**config.mk**
```make
export PLATFORM = sky130hd
export DESIGN_NAME = coprocessor_regs_with_strided_dma_core
export DESIGN_NICKNAME = d
export VERILOG_FILES = /design/src/hw/rtl/crsd_pkg.sv /design/src/hw/rtl/coprocessor_regs_with_strided_dma_core.sv /design/src/hw/rtl/crsd_dma_engine.sv
export SDC_FILE = /design/constraint.sdc
export NUM_CORES = 1
export LEC_CHECK = 0
export ABC_AREA = 0
export BUFFER_PORTS_ARGS = -buffer_cell sky130_fd_sc_hd__buf_2
export CAP_MARGIN = 20
export CORE_MARGIN = 2
export CORE_UTILIZATION = 40
export DETAILED_ROUTE_END_ITERATION = 10
export HOLD_SLACK_MARGIN = 0.1
export MAX_ROUTING_LAYER = met4
export RECOVER_POWER = 50
export SYNTH_ARGS = -nofsm -noshare
export SYNTH_HDL_FRONTEND = slang
export SYNTH_SLANG_ARGS = --single-unit
```
**constraint.sdc**
```tcl
create_clock -name clk -period 6 [get_ports clk]
set_input_delay 0.6 -clock clk [delete_from_list [all_inputs] [get_ports clk]]
set_output_delay 0.6 -clock clk [all_outputs]
set_load 0.01 [all_outputs]
```
**src/hw/rtl/crsd_pkg.sv**
```systemverilog
`timescale 1ns / 1ps

package crsd_pkg;

	typedef enum logic [1:0] {
		OP_READ  = 2'd0,
		OP_WRITE = 2'd1,
		OP_TICK  = 2'd2
	} op_t;

	typedef enum logic [2:0] {
		REG_LOCAL_ADDR = 3'd0,
		REG_EXT_ADDR   = 3'd1,
		REG_READ_LEN   = 3'd2,
		REG_WRITE_LEN  = 3'd3,
		REG_STATUS     = 3'd4,
		REG_DMA_FULL   = 3'd5,
		REG_DMA_BUSY   = 3'd6,
		REG_SEMAPHORE  = 3'd7
	} reg_idx_t;

	localparam int STATUS_BITS = 15;
	localparam logic [STATUS_BITS-1:0] STATUS_RESET = 15'h0001;

	// status register bits
	localparam int ST_HALT    = 0;
	localparam int ST_BROKE   = 1;
	localparam int ST_SSTEP   = 5;
	localparam int ST_INTBRK  = 6;
	localparam int ST_SIG0    = 7;
	localparam int NUM_SIGNALS = 8;

	// status write command bits
	localparam int SW_CLR_HALT   = 0;
	localparam int SW_SET_HALT   = 1;
	localparam int SW_CLR_BROKE  = 2;
	localparam int SW_IRQ_CLEAR  = 3;
	localparam int SW_IRQ_SET    = 4;
	localparam int SW_CLR_SSTEP  = 5;
	localparam int SW_SET_SSTEP  = 6;
	localparam int SW_CLR_INTBRK = 7;
	localparam int SW_SET_INTBRK = 8;
	localparam int SW_CLR_SIG0   = 9;

	// length word layout
	localparam int LEN_ROW_BITS   = 12;
	localparam int LEN_COUNT_LSB  = 12;
	localparam int LEN_COUNT_BITS = 8;
	localparam int LEN_SKIP_LSB   = 20;
	localparam int LEN_SKIP_BITS  = 12;
	localparam logic [LEN_ROW_BITS-1:0] ROW_MIN_MASK = 12'h007;

	typedef struct packed {
		logic        valid;
		logic        to_external;
		logic [31:0] len;
	} arm_t;

	typedef struct packed {
		logic valid;
		logic to_external;
		logic bank;
	} move_ctl_t;

endpackage

```
**src/hw/rtl/coprocessor_regs_with_strided_dma_core.sv**
```systemverilog
`timescale 1ns / 1ps
// channel | group           | contents
// --------+-----------------+-------------------------------------------------
// in      | s_tvalid/tready | tuser: operation, reg_index; tdata: data, mask
// out     | m_tvalid/tready | tdata: read value, byte move, irq/run pulses, busy
//
// one word is taken per cycle while s_tready is high; its result is in the output register in the next cycle
// register decode and the dma address step sit between the input and the output register
// s_tready stays high while the output register is empty or being drained
// a stalled output holds its word and blocks new input only while it is full
// arst_n clears all registers but the output data word; status comes up with halt set

module coprocessor_regs_with_strided_dma_core
	import crsd_pkg::*;
#(
	parameter int LOCAL_ADDR_BITS = 12,
	parameter int EXT_ADDR_BITS   = 24
) (
	input  logic                 clk,
	input  logic                 arst_n,
	input  logic                 s_tvalid,
	output logic                 s_tready,
	input  logic [63:0]          s_tdata,  // write_data, write_mask
	input  logic [4:0]           s_tuser,  // operation, reg_index
	output logic                 m_tvalid,
	input  logic                 m_tready,
	// read_data, move_valid, move_to_external, move_ext_addr, move_local_addr,
	// move_local_bank, irq_set, irq_clear, run_request, dma_busy
	output logic [((39 + EXT_ADDR_BITS + LOCAL_ADDR_BITS + 7) / 8) * 8 - 1:0] m_tdata
);

	localparam int OUT_BITS  = 39 + EXT_ADDR_BITS + LOCAL_ADDR_BITS;
	localparam int OUT_WIDTH = ((OUT_BITS + 7) / 8) * 8;
	localparam int LREG_BITS = LOCAL_ADDR_BITS + 1;

	logic [LOCAL_ADDR_BITS:0]   local_addr_q;
	logic [EXT_ADDR_BITS-1:0]   ext_addr_q;
	logic [31:0]                read_len_q;
	logic [31:0]                write_len_q;
	logic [STATUS_BITS-1:0]     status_q;
	logic                       sem_q;
	logic                       m_tvalid_q;
	logic [OUT_WIDTH-1:0]       m_tdata_q;

	logic                       accept;
	op_t                        op;
	reg_idx_t                   idx;
	logic [31:0]                wdata;
	logic [31:0]                wmask;
	logic [31:0]                wcmd;
	logic [31:0]                len_merged;

	logic [LOCAL_ADDR_BITS:0]   local_addr_d;
	logic [EXT_ADDR_BITS-1:0]   ext_addr_d;
	logic [31:0]                read_len_d;
	logic [31:0]                write_len_d;
	logic [STATUS_BITS-1:0]     status_d;
	logic [STATUS_BITS-1:0]     status_wr;
	logic                       sem_d;
	logic [31:0]                read_data;
	logic                       irq_set;
	logic                       irq_clear;
	logic                       run_request;

	arm_t                       arm;
	move_ctl_t                  move;
	logic [EXT_ADDR_BITS-1:0]   move_ext_addr;
	logic [LOCAL_ADDR_BITS-1:0] move_local_addr;
	logic                       busy_next;
	logic [OUT_BITS-1:0]        result;

	assign s_tready = !m_tvalid_q || m_tready;
	assign accept   = s_tvalid && s_tready;
	assign op       = op_t'(s_tuser[1:0]);
	assign idx      = reg_idx_t'(s_tuser[4:2]);
	assign wdata    = s_tdata[31:0];
	assign wmask    = s_tdata[63:32];
	assign wcmd     = wdata & wmask;

	// set/clear pairs: clear first so a set wins
	always_comb begin
		status_wr = status_q;
		if (wcmd[SW_CLR_HALT])   status_wr[ST_HALT] = 1'b0;
		if (wcmd[SW_SET_HALT])   status_wr[ST_HALT] = 1'b1;
		if (wcmd[SW_CLR_BROKE])  status_wr[ST_BROKE] = 1'b0;
		if (wcmd[SW_CLR_SSTEP])  status_wr[ST_SSTEP] = 1'b0;
		if (wcmd[SW_SET_SSTEP])  status_wr[ST_SSTEP] = 1'b1;
		if (wcmd[SW_CLR_INTBRK]) status_wr[ST_INTBRK] = 1'b0;
		if (wcmd[SW_SET_INTBRK]) status_wr[ST_INTBRK] = 1'b1;
		for (int k = 0; k < NUM_SIGNALS; k++) begin
			if (wcmd[SW_CLR_SIG0 + 2 * k])     status_wr[ST_SIG0 + k] = 1'b0;
			if (wcmd[SW_CLR_SIG0 + 2 * k + 1]) status_wr[ST_SIG0 + k] = 1'b1;
		end
	end

	assign len_merged = (idx == REG_WRITE_LEN) ? ((write_len_q & ~wmask) | wdata & wmask)
	                                           : ((read_len_q & ~wmask) | wdata & wmask);

	always_comb begin
		local_addr_d = local_addr_q;
		ext_addr_d   = ext_addr_q;
		read_len_d   = read_len_q;
		write_len_d  = write_len_q;
		status_d     = status_q;
		sem_d        = sem_q;
		read_data    = '0;
		irq_set      = 1'b0;
		irq_clear    = 1'b0;
		run_request  = 1'b0;
		arm          = '0;
		case (op)
			OP_READ: begin
				case (idx)
					REG_LOCAL_ADDR: read_data = 32'(local_addr_q);
					REG_EXT_ADDR:   read_data = 32'(ext_addr_q);
					REG_READ_LEN:   read_data = read_len_q;
					REG_WRITE_LEN:  read_data = write_len_q;
					REG_STATUS:     read_data = 32'(status_q);
					REG_SEMAPHORE: begin
						read_data = 32'(sem_q);
						sem_d     = 1'b1;
					end
					default:        read_data = '0;
				endcase
			end
			OP_WRITE: begin
				case (idx)
					REG_LOCAL_ADDR: local_addr_d = (local_addr_q & ~wmask[LREG_BITS-1:0])
					                             | (wdata[LREG_BITS-1:0] & wmask[LREG_BITS-1:0]);
					REG_EXT_ADDR:   ext_addr_d = (ext_addr_q & ~wmask[EXT_ADDR_BITS-1:0])
					                           | (wdata[EXT_ADDR_BITS-1:0]
					                              & wmask[EXT_ADDR_BITS-1:0]);
					REG_READ_LEN: begin
						read_len_d      = len_merged;
						arm.valid       = 1'b1;
						arm.to_external = 1'b0;
						arm.len         = len_merged;
					end
					REG_WRITE_LEN: begin
						write_len_d     = len_merged;
						arm.valid       = 1'b1;
						arm.to_external = 1'b1;
						arm.len         = len_merged;
					end
					REG_STATUS: begin
						status_d    = status_wr;
						irq_set     = wcmd[SW_IRQ_SET];
						irq_clear   = wcmd[SW_IRQ_CLEAR];
						run_request = (wcmd[SW_CLR_HALT] || wcmd[SW_CLR_BROKE])
						              && !status_wr[ST_HALT] && !status_wr[ST_BROKE];
					end
					REG_SEMAPHORE:  sem_d = 1'b0;
					default: ;
				endcase
			end
			default: ;
		endcase
	end

	crsd_dma_engine #(
		.LOCAL_ADDR_BITS(LOCAL_ADDR_BITS),
		.EXT_ADDR_BITS  (EXT_ADDR_BITS)
	) u_engine (
		.clk            (clk),
		.arst_n         (arst_n),
		.arm            (accept ? arm : arm_t'('0)),
		.local_start    (local_addr_q),
		.ext_start      (ext_addr_q),
		.tick           (accept && op == OP_TICK),
		.move           (move),
		.move_ext_addr  (move_ext_addr),
		.move_local_addr(move_local_addr),
		.busy_next      (busy_next)
	);

	assign result = {busy_next, run_request, irq_clear, irq_set, move.bank, move_local_addr,
	                 move_ext_addr, move.to_external, move.valid, read_data};

	always_ff @(posedge clk or negedge arst_n) begin
		if (!arst_n) begin
			local_addr_q <= '0;
			ext_addr_q   <= '0;
			read_len_q   <= '0;
			write_len_q  <= '0;
			status_q     <= STATUS_RESET;
			sem_q        <= 1'b0;
			m_tvalid_q   <= 1'b0;
		end else begin
			if (accept) begin
				local_addr_q <= local_addr_d;
				ext_addr_q   <= ext_addr_d;
				read_len_q   <= read_len_d;
				write_len_q  <= write_len_d;
				status_q     <= status_d;
				sem_q        <= sem_d;
				m_tvalid_q   <= 1'b1;
			end else if (m_tready) begin
				m_tvalid_q <= 1'b0;
			end
		end
	end

	always_ff @(posedge clk) begin
		if (accept) begin
			m_tdata_q <= OUT_WIDTH'(result);
		end
	end

	assign m_tvalid = m_tvalid_q;
	assign m_tdata  = m_tdata_q;

endmodule

```
**src/hw/rtl/crsd_dma_engine.sv**
```systemverilog
`timescale 1ns / 1ps

module crsd_dma_engine
	import crsd_pkg::*;
#(
	parameter int LOCAL_ADDR_BITS = 12,
	parameter int EXT_ADDR_BITS   = 24
) (
	input  logic                       clk,
	input  logic                       arst_n,
	input  arm_t                       arm,
	input  logic [LOCAL_ADDR_BITS:0]   local_start,
	input  logic [EXT_ADDR_BITS-1:0]   ext_start,
	input  logic                       tick,
	output move_ctl_t                  move,
	output logic [EXT_ADDR_BITS-1:0]   move_ext_addr,
	output logic [LOCAL_ADDR_BITS-1:0] move_local_addr,
	output logic                       busy_next
);

	localparam int ROW_CNT_BITS = LEN_ROW_BITS + 1;
	localparam int ROWS_BITS    = LEN_COUNT_BITS + 1;

	logic                       busy_q;
	logic                       dir_q;
	logic                       bank_q;
	logic [LOCAL_ADDR_BITS-1:0] cur_local_q;
	logic [EXT_ADDR_BITS-1:0]   cur_ext_q;
	logic [ROW_CNT_BITS-1:0]    bytes_left_q;
	logic [ROW_CNT_BITS-1:0]    row_len_q;
	logic [ROWS_BITS-1:0]       rows_left_q;
	logic [LEN_SKIP_BITS-1:0]   row_skip_q;

	logic                       step;
	logic [ROW_CNT_BITS-1:0]    bytes_dec;
	logic [ROWS_BITS-1:0]       rows_dec;
	logic                       row_end;
	logic [EXT_ADDR_BITS-1:0]   ext_inc;
	logic [EXT_ADDR_BITS-1:0]   ext_skip;
	logic [ROW_CNT_BITS-1:0]    arm_row_len;
	logic [ROWS_BITS-1:0]       arm_rows;

	assign step      = tick && busy_q;
	assign bytes_dec = bytes_left_q - ROW_CNT_BITS'(1);
	assign rows_dec  = rows_left_q - ROWS_BITS'(1);
	assign row_end   = (bytes_dec == '0);
	assign ext_inc   = cur_ext_q + EXT_ADDR_BITS'(1);
	assign ext_skip  = ext_inc + EXT_ADDR_BITS'(row_skip_q);

	assign arm_row_len = {1'b0, arm.len[LEN_ROW_BITS-1:0] | ROW_MIN_MASK} + ROW_CNT_BITS'(1);
	assign arm_rows    = {1'b0, arm.len[LEN_COUNT_LSB +: LEN_COUNT_BITS]} + ROWS_BITS'(1);

	assign move.valid       = step;
	assign move.to_external = step ? dir_q : 1'b0;
	assign move.bank        = step ? bank_q : 1'b0;
	assign move_ext_addr    = step ? cur_ext_q : '0;
	assign move_local_addr  = step ? cur_local_q : '0;

	always_comb begin
		busy_next = busy_q;
		if (arm.valid) begin
			busy_next = 1'b1;
		end else if (step && row_end && rows_dec == '0) begin
			busy_next = 1'b0;
		end
	end

	always_ff @(posedge clk or negedge arst_n) begin
		if (!arst_n) begin
			busy_q       <= 1'b0;
			dir_q        <= 1'b0;
			bank_q       <= 1'b0;
			cur_local_q  <= '0;
			cur_ext_q    <= '0;
			bytes_left_q <= '0;
			row_len_q    <= '0;
			rows_left_q  <= '0;
			row_skip_q   <= '0;
		end else begin
			busy_q <= busy_next;
			if (arm.valid) begin
				dir_q        <= arm.to_external;
				bank_q       <= local_start[LOCAL_ADDR_BITS];
				cur_local_q  <= local_start[LOCAL_ADDR_BITS-1:0];
				cur_ext_q    <= ext_start;
				bytes_left_q <= arm_row_len;
				row_len_q    <= arm_row_len;
				rows_left_q  <= arm_rows;
				row_skip_q   <= arm.len[LEN_SKIP_LSB +: LEN_SKIP_BITS];
			end else if (step) begin
				cur_local_q <= cur_local_q + LOCAL_ADDR_BITS'(1);
				if (row_end) begin
					cur_ext_q   <= ext_skip;
					rows_left_q <= rows_dec;
					if (rows_dec == '0) begin
						bytes_left_q <= bytes_dec;
					end else begin
						bytes_left_q <= row_len_q;
					end
				end else begin
					cur_ext_q    <= ext_inc;
					bytes_left_q <= bytes_dec;
				end
			end
		end
	end

endmodule

```
==> results.py, run 1 <==
metrics = {
    "drt": {
        "num_vias": 11190,
        "viasPerCell": 5.608,
        "drt-pass1-iter-count": 5,
        "wirelength_mm": 41.54,
        "drt_iter0_drc": 970,
        "drc": 0,
        "wire_per_inst_um": 20.82,
        "antenna_left": 0,
    },
    "logic_synthesis": {
        "ys.warnings.count": 0,
        "synth_edf_count": 75,
        "synth_seq_cells": 273,
        "syn-cell-area_um2": 14320,
        "synth_cells": 1382,
        "yosysUniqueCellTypes": 71,
        "synth_area_per_cell_um2": 10.36,
        "yosysSeqAreaShare": 0.5035,
        "synthArstFlopShare": 0.7253,
        "ys.flop_type": "dfrtp_1",
    },
    "sta": {
        "tightest_slew_ns": 4.474,
        "setup_viol": 0,
        "max_clock_freq_mhz": 211.0,
        "hold_viol_final": 0,
        "worst_clock_skew_ns": 0.009544,
        "fin_crit_ns": 4.740,
        "fin_setup_tns_ns": 0,
        "slew_viol_final": 220,
        "relSlewSlack": -1.983,
        "period_share": 0.7900,
        "rsz0062_at_grt": "no",
    },
    "layout": {
        "mostFrequentLayoutCells": "nand2_1 (202), dfrtp_1 (197), o21ai_0 (122)",
        "n_antenna_cell": 0,
        "fin_util": 0.4629,
        "fillerInstances": 3388,
        "final_common_cell": "nand2_1",
        "drive_above_1_share": 0.1578,
        "nNetsFinal": 1608,
        "syn2layout_area_growth_pct": 14.45,
    },
    "die": {
        "row_count": 69,
        "dieArea_um2": 37320,
        "die_x_um": 193.2,
        "io_pins": 155,
        "start_util": 0.4045,
        "core_um2": 35400,
        "die_y_um": 193.2,
    },
    "cts": {
        "cts.path.max_buffers": 3,
        "cts_setup_buffers": 0,
        "htreeDepth": 1,
        "cts_tree": "done",
        "numCtsBuffers": 30,
        "clock-root-buffer": "clkbuf_16",
        "cts_sinks": 273,
        "path_clk_slew_ns": 0.06,
        "worstSkewPairLatency_ns": 0.56,
    },
    "grt": {
        "met3_usage": 0.02878,
        "grt_pass1_vias": 10810,
        "grt.busiest_layer": "met2",
        "grt_max_degree": 76,
        "grt_use_total": 0.2301,
        "grt_use_met1": 0.3306,
        "antenna_found_initial": 0,
        "grtUsageMet2": 0.3508,
        "overflow": 0,
        "grt_pass1_wl_mm": 64.08,
    },
    "critical_path": {
        "end_kind": "flop",
        "cp.arrival_ns": 5.23,
        "crit_required_ns": 6.49,
        "critPathKind": "input port to flop",
        "start_kind": "input port",
        "reg2reg_depth": 9,
        "path_max_fanout": 20,
    },
    "placement": {
        "place.detailed.hpwl_mm": 29.10,
        "port_buffers": 149,
        "routabilityCongestion": 0.8642,
    },
    "worst_hold_path": {
        "holdCritPathClass": "input port to flop",
        "hold_path_depth": 2,
    },
    "status": {
        "violations": "capacitance limit, slew limit",
        "status": "finished with violations",
    },
    "job": {
        "drv_cap": 5,
    },
    "power": {
        "p_leak_nw": 6.836,
        "ir_drop_mv": 0.2501,
        "powerDensity_nw_per_um2": 319.8,
    },
}
==> critical path, stage by stage <==
cell and delay, ns:
clkbuf_1 0.89, clkbuf_1 0.93, nand3b_1 0.13, clkbuf_1 0.75, mux2i_1 0.30, o21ai_1 0.60, nand3_1 0.23, nor4_1 0.50
o22ai_1 0.16, nor2_1 0.13
==> stage by stage <==
stage          std cells  worst slack (ns)  total power [mW]  cell area (µm²)  hold WS [ns]
3_5_place_dp        1938             1.946             3.381            15500        0.4565
3_3_place_gp        1938             2.067             3.362            15500        0.4527
6_report            1995             1.260             5.240            16390        0.2377
5_1_grt             1995            0.8679             5.501            16390        0.2459
2_1_floorplan       1386             1.868             3.036            14330        0.3044
4_1_cts             1995             1.920             5.268            16520        0.2248
==> cell usage after synthesis (all sizes together), types with 25 or more instances <==
cell	instances	share of area
clkbuf	52	0.014
a21oi	25	0.0087
nand2	202	0.053
mux2	94	0.074
nand3	35	0.012
o21ai	126	0.044
mux2i	37	0.026
nor2	90	0.024
a22oi	48	0.025
dfrtp	197	0.34
edfxtp	75	0.16
xor2	32	0.020
buf	25	0.0096
and2	39	0.017
xnor2	36	0.022
==> power by group <==
group          internal, mW  total (mW)  switching, mW
registers              2.13        2.38          0.253
clock network          1.09        1.88          0.791
logic                 0.414       0.976          0.563
total                  3.63        5.24           1.61
==> layout make-up <==
type,instances,area (µm²),share of cell area
well taps,461,576.8,0.03520
inverters,12,46.29,0.002825
repair buffers,169,783.3,0.04780
clock inverters,19,152.6,0.009316
clock buffers,37,849.6,0.05185
multi-input cells,1024,6769,0.4131
flip-flops and latches,273,7208,0.4399
==> per-layer routing <==
layer,vias to the layer above,part of all wire
li1,5277,-
met3,40,0.058
met2,368,0.45
met5,-,0
met1,5502,0.47
met4,0,0.017
==> cell families after synthesis <==
group / count (synthesis) / share of synthesized area
buffers and inverters: 89 / 0.02639
other: 1 / 0.0002619
xor gates and xnor gates: 68 / 0.04160
AOI/OAI and AO/OA: 302 / 0.1354
DFF: 273 / 0.5035
and+or+nand+nor: 488 / 0.1629
muxes: 136 / 0.1077
adders and majority gates: 25 / 0.02237
==> worst paths after layout <==
check,from,endpoint,slack (ns)
max,s_tuser[2],u_engine.bytes_left_q[12]$_DFFE_PN0P_,1.26
min,s_tvalid,m_tvalid$_DFFE_PN0P_,0.24
max reg2reg,m_tvalid$_DFFE_PN0P_,u_engine.cur_ext_q[21]$_DFFE_PN0P_,1.34
min reg2reg,u_engine.dir_q$_DFFE_PN0P_,u_engine.dir_q$_DFFE_PN0P_,0.47
max in group asynchronous,arst_n,u_engine.cur_local_q[0]$_DFFE_PN0P_,2.11
min in group asynchronous,arst_n,m_tvalid$_DFFE_PN0P_,0.62
==> what timing repair did <==
item / in CTS / in global routing
hold buffers: 1 / 0
gates resized for setup: 0 / 0
hold endpoints to repair: 42 / 0
(Power assumes the default switching activity.)
==> inputs of run 2 (changes only) <==
==> constraint.sdc (replaced) <==
create_clock -name clk -period 4.8 [get_ports clk]
set_input_delay 0.48 -clock clk [delete_from_list [all_inputs] [get_ports clk]]
set_output_delay 0.48 -clock clk [all_outputs]
set_load 0.01 [all_outputs]
==> run 2 against run 1 <==
Against the previous run:
- the flow still finishes with violations (capacitance limit, slew limit)
- largest cell class unchanged
- sequential share of layout area down 0.34 points
- sequential power up 25%
- combinational power up 26%
- non-clock buffer count up 6
- routed wire length down 0.12%
- global-route usage up 0.058 points
- clock power up 34%
- worst hold slack worse by 0.12 ns
- clock skew up 0.0072 ns
- register-to-register slack worse by 0.49 ns
==> results.py, run 2 (synthesis gave the netlist of run 1 again) <==
metrics = {
    "cts": {
        "cts_setup_buffers": 0,
        "worstSkewPairLatency_ns": 0.57,
        "clock-root-buffer": "clkbuf_16",
        "cts_tree": "done",
        "cts_sinks": 273,
        "htreeDepth": 1,
        "numCtsBuffers": 31,
        "path_clk_slew_ns": 0.06,
        "cts.path.max_buffers": 3,
    },
    "placement": {
        "port_buffers": 149,
        "routabilityCongestion": 0.8954,
        "place_ws_ns": 0.9783,
        "place.detailed.hpwl_mm": 29.24,
        "placed_area_um2": 15560,
    },
    "grt": {
        "grt_use_total": 0.2306,
        "grt_max_degree": 168,
        "antenna_found_initial": 2,
        "grt_pass1_wl_mm": 64.01,
        "grt_pass1_vias": 10930,
        "overflow": 0,
    },
    "power": {
        "ir_drop_mv": 0.2770,
        "share_seq_of_total_power": 0.444,
        "powerDensity_nw_per_um2": 406.4,
        "p_switching_mw": 1.999,
        "p_leak_nw": 6.897,
        "intPower_mw": 4.712,
        "power_mw": 6.711,
        "swShare": 0.2978,
        "pwr-share-comb": 0.183,
        "pwr-share-clk": 0.373,
    },
    "sta": {
        "hold_viol_final": 0,
        "period_share": 0.8229,
        "setup_viol": 0,
        "fin_crit_ns": 3.950,
        "relSlewSlack": -0.2474,
        "fin_setup_tns_ns": 0,
        "max_clock_freq_mhz": 253.2,
        "rsz0062_at_grt": "no",
        "worst_clock_skew_ns": 0.01678,
        "slew_viol_final": 72,
        "layout_setup_ws_ns": 0.8501,
        "tightest_slew_ns": 1.871,
    },
    "drt": {
        "drc": 0,
        "wire_per_inst_um": 20.71,
        "viasPerCell": 5.614,
        "drt-pass1-iter-count": 5,
        "drt_iter0_drc": 861,
        "antenna_left": 0,
        "num_vias": 11250,
        "wirelength_mm": 41.49,
    },
    "die": {
        "io_pins": 155,
        "dieArea_um2": 37320,
        "die_y_um": 193.2,
        "die_x_um": 193.2,
        "core_um2": 35400,
        "row_count": 69,
        "start_util": 0.4045,
    },
    "critical_path": {
        "crit_required_ns": 5.17,
        "cp.arrival_ns": 4.32,
        "end_kind": "flop",
        "path_max_fanout": 9,
        "start_kind": "flop",
        "critPathKind": "flop to flop",
    },
    "layout": {
        "fin_area_um2": 16510,
        "final_common_cell": "nand2_1",
        "mostFrequentLayoutCells": "nand2_1 (202), dfrtp_1 (197), o21ai_0 (122)",
        "syn2layout_area_growth_pct": 15.33,
        "nNetsFinal": 1615,
        "fin_util": 0.4665,
        "drive_above_1_share": 0.1596,
    },
    "worst_hold_path": {
        "holdCritPathClass": "input port to flop",
    },
    "job": {
        "drv_cap": 2,
    },
    "status": {
        "violations": "capacitance limit, slew limit",
        "status": "finished with violations",
    },
}
[run 2: timing repair]
action                                 CTS  global route
gates resized for setup                  0             0
hold buffers                             1             0
endpoints found under the hold margin   31             0
[run 2: through the flow]
step / hold WS [ns] / std cells
after global placement: 0.4004 / 1944
after floorplan: 0.1844 / 1386
after global routing: 0.1278 / 2004
final: 0.1199 / 2004
after detailed placement: 0.3970 / 1944
after CTS: 0.1010 / 2002
[run 2: worst max-delay path: stages, from the launching register on]
cell      delay [ns]
dfrtp_1         0.45
inv_1           0.11
ha_1            0.33
nor4b_1         0.59
nand4_1         0.20
xnor2_1         0.21
or4_1           0.65
nor2_1          0.52
buf_4           0.30
nand3b_1        0.11
xnor2_1         0.16
o21ai_0         0.09
[run 2: path summary, 6_finish.rpt]
path / to / slack [ns] / cells after the start / start
max in group asynchronous: write_len_q[15]$_DFFE_PN0P_ / 2.10 / 3 / arst_n
setup reg to reg: u_engine.cur_ext_q[13]$_DFFE_PN0P_ / 0.85 / 11 / u_engine.bytes_left_q[0]$_DFFE_PN0P_
setup / recovery: u_engine.cur_ext_q[13]$_DFFE_PN0P_ / 0.85 / 11 / u_engine.bytes_left_q[0]$_DFFE_PN0P_
hold reg to reg: u_engine.row_len_q[4]$_DFFE_PN0P_ / 0.48 / 2 / u_engine.row_len_q[4]$_DFFE_PN0P_
min in group asynchronous: async pin / 0.96 / 2 / arst_n
hold / removal: m_tvalid$_DFFE_PN0P_ / 0.12 / 2 / s_tvalid
[run 2: area by class of cell]
class / instances / area, µm²
Multi-Input combinational cell: 1024 / 6769
Inverter: 12 / 46.29
Clock inverter: 20 / 255.2
Fill cell: 3396 / 18880
Antenna cell: 2 / 5.005
Tap cell: 461 / 576.8
Timing Repair Buffer: 175 / 833.3
Sequential cell: 273 / 7208
Clock buffer: 37 / 818.3
[run 2: routing by layer]
metal,part of all wire,vias to the layer above,GRT usage
li1,-,5288,-
met4,0.031,0,0.07867
met5,0,-,-
met1,0.47,5542,0.3307
met3,0.060,66,0.03041
met2,0.44,355,0.3365
[run 2: power groups by stage]
stage                     Combinational [mW]  Clock, mW  Sequential (mW)
after floorplan                        0.920          0             2.88
after global placement                  1.22          0             3.00
after detailed placement                1.23          0             3.01
after CTS                               1.24       2.56             2.97
after global routing                    1.38       2.65             3.01
final                                   1.23       2.51             2.98
==> inputs of run 3 (changes only) <==
==> constraint.sdc (replaced) <==
create_clock -name clk -period 3.7 [get_ports clk]
set_input_delay 0.37 -clock clk [delete_from_list [all_inputs] [get_ports clk]]
set_output_delay 0.37 -clock clk [all_outputs]
set_load 0.01 [all_outputs]
==> run 3 against run 2 <==
Against the previous run:
- the run still ends with capacitance limit, slew limit left
- critical path type unchanged
- worst setup slack got worse by 0.50 ns
- core utilization up 0.98 points
- die area unchanged
- worst hold slack got worse by 0.0093 ns
- first-iteration DRC count increased by 21%
- clock skew decreased by 0.0054 ns
- power grew 28%
- via count grew 1.6%
- final cell count is 2.0% higher
- routed wire length up 2.1%
==> results.py, run 3 (synthesis gave the netlist of run 1 again) <==
metrics = {
    "cts": {
        "cts_setup_buffers": 0,
        "worstSkewPairLatency_ns": 0.56,
        "htreeDepth": 1,
        "clock-root-buffer": "clkbuf_16",
        "cts_tree": "done",
        "cts.path.max_buffers": 3,
        "path_clk_slew_ns": 0.06,
        "cts_sinks": 273,
        "numCtsBuffers": 31,
    },
    "grt": {
        "grt_use_total": 0.2371,
        "grt.busiest_layer": "met2",
        "grt_pass1_vias": 11090,
        "met3_usage": 0.02208,
        "grt_use_met1": 0.3484,
        "grt_pass1_wl_mm": 65.81,
        "antenna_found_initial": 1,
        "grt_max_degree": 105,
        "grtUsageMet2": 0.3560,
        "overflow": 0,
    },
    "critical_path": {
        "path_cells": "nand4_1 > nor2_1 > nand2_1 > xnor2_1 > ha_1 > nand4_1 > a21oi_1 > o21ai_0 > a21oi_1 > nand3_1 > a31o_1 > a221o_1",
        "slowest_delay_ns": 0.50,
        "worst-path-buf-inv": 0,
        "r2r_slack_ns": 0.35,
        "reg2reg_depth": 12,
        "cp_top_family": "compound AO/OA/AOI/OAI gates",
        "crit_path_top_delay_cell": "dfrtp_1",
        "start_kind": "flop",
        "cp.arrival_ns": 3.79,
        "end_kind": "flop",
        "path_max_fanout": 8,
        "reg2reg_to": "u_engine.cur_ext_q[15]$_DFFE_PN0P_",
        "critPathKind": "flop to flop",
        "crit_required_ns": 4.14,
        "cp_num_cells": 12,
        "r2r_start": "u_engine.cur_ext_q[2]$_DFFE_PN0P_",
    },
    "job": {
        "drv_cap": 2,
    },
    "power": {
        "powerDensity_nw_per_um2": 510.3,
        "intPower_mw": 6.015,
        "p_leak_nw": 7.062,
        "ir_drop_mv": 0.4459,
        "pwr-share-clk": 0.358,
        "p_switching_mw": 2.588,
        "power_mw": 8.603,
        "swShare": 0.3008,
        "pwr-share-comb": 0.193,
        "share_seq_of_total_power": 0.449,
    },
    "layout": {
        "drive_above_1_share": 0.1706,
        "syn2layout_area_growth_pct": 17.74,
        "fin_area_um2": 16860,
        "mostFrequentLayoutCells": "nand2_1 (202), dfrtp_1 (197), o21ai_0 (121)",
        "final_common_cell": "nand2_1",
        "nNetsFinal": 1658,
    },
    "worst_hold_path": {
        "hold_path_depth": 2,
        "holdCritPathClass": "input port to flop",
        "min_from": "s_tdata[11]",
    },
    "drt": {
        "drt-pass1-iter-count": 6,
        "wire_per_inst_um": 20.72,
        "viasPerCell": 5.592,
        "wirelength_mm": 42.37,
        "antenna_left": 0,
        "num_vias": 11440,
        "drc": 0,
        "drt_iter0_drc": 1042,
    },
    "sta": {
        "max_clock_freq_mhz": 298.4,
        "setup_viol": 0,
        "period_share": 0.9059,
        "fin_crit_ns": 3.352,
        "rsz0062_at_grt": "yes",
        "relSlewSlack": -0.8190,
        "worst_hold_slack_ns": 0.1106,
        "worst_clock_skew_ns": 0.01134,
        "tightest_slew_ns": 2.729,
        "slew_viol_final": 138,
        "hold_viol_final": 0,
    },
    "placement": {
        "port_buffers": 149,
        "placed_area_um2": 15700,
        "place.detailed.hpwl_mm": 30.05,
        "routabilityCongestion": 0.8969,
    },
    "status": {
        "violations": "capacitance limit, slew limit",
        "status": "finished with violations",
    },
    "die": {
        "die_y_um": 193.2,
        "io_pins": 155,
        "start_util": 0.4045,
        "core_um2": 35400,
        "row_count": 69,
        "die_x_um": 193.2,
        "dieArea_um2": 37320,
    },
}
## run 3: cell count changes in the layout (fill, tap and decap cells not counted), moves of 3 or more
cell,delta
dlygate4sd3_1,+26
buf_4,+14
clkbuf_1,+3
clkinv_2,-3
clkbuf_8,+3
clkinv_1,-5
bufinv_16,-3
clkbuf_2,+5
## run 3: timing repair
action | in CTS | in global routing
endpoints found under the hold margin | 134 | 0
gates resized for setup | 0 | 6
endpoints found under the setup margin | 0 | 12
hold buffers | 27 | 0
## run 3: power by group through the flow
stage / clock, mW / combinational [mW] / sequential [mW]
floorplan: 0 / 1.19 / 3.73
global placement: 0 / 1.60 / 3.89
detailed placement: 0 / 1.62 / 3.90
CTS: 3.15 / 1.65 / 3.85
global route: 3.27 / 1.86 / 3.91
finish: 3.08 / 1.66 / 3.86
## run 3: how the worst max path moves through the flow
stage	from	endpoint	slack, ns
floorplan	m_tready	u_engine.bytes_left_q[5]$_DFFE_PN0P_	0.15
global placement	u_engine.bytes_left_q[0]$_DFFE_PN0P_	u_engine.cur_ext_q[14]$_DFFE_PN0P_	0.31
detailed placement	u_engine.bytes_left_q[1]$_DFFE_PN0P_	u_engine.cur_ext_q[14]$_DFFE_PN0P_	0.26
CTS	u_engine.bytes_left_q[1]$_DFFE_PN0P_	u_engine.cur_ext_q[14]$_DFFE_PN0P_	0.22
global route	u_engine.cur_ext_q[2]$_DFFE_PN0P_	u_engine.cur_ext_q[15]$_DFFE_PN0P_	-0.0007
finish	u_engine.cur_ext_q[2]$_DFFE_PN0P_	u_engine.cur_ext_q[15]$_DFFE_PN0P_	0.35
## run 3: worst register-to-register path, stage by stage, from the launching register on
cell	delay, ns
dfrtp_1	0.50
nand4_1	0.33
nor2_1	0.26
nand2_1	0.09
xnor2_1	0.16
ha_1	0.39
nand4_1	0.11
a21oi_1	0.22
o21ai_0	0.19
a21oi_1	0.25
nand3_1	0.20
a31o_1	0.26
a221o_1	0.28
## run 3: area by class of cell
cell class / instances / area [µm²]
Antenna cell: 1 / 2.502
Clock buffer: 47 / 885.9
Clock inverter: 9 / 121.4
Fill cell: 3333 / 18540
Inverter: 12 / 48.80
Multi-Input combinational cell: 1024 / 6780
Sequential cell: 273 / 7208
Tap cell: 461 / 576.8
Timing Repair Buffer: 218 / 1234
## run 3: layer usage
layer,wire length [µm],vias up
li1,-,5377
met3,2319,63
met1,19980,5626
met2,19210,369
met4,869,0
met5,0,-
## run 3: metrics by stage
stage | TNS (ns) | instances | utilization | setup WS [ns]
after global routing | -0.0007039 | 2045 | 0.4762 | -0.0007039
final | 0 | 2045 | 0.4762 | 0.3483
after detailed placement | 0 | 1961 | 0.4435 | 0.2613
after global placement | 0 | 1961 | 0.4435 | 0.3101
after CTS | 0 | 2044 | 0.4796 | 0.2152
after floorplan | 0 | 1386 | - | 0.1459
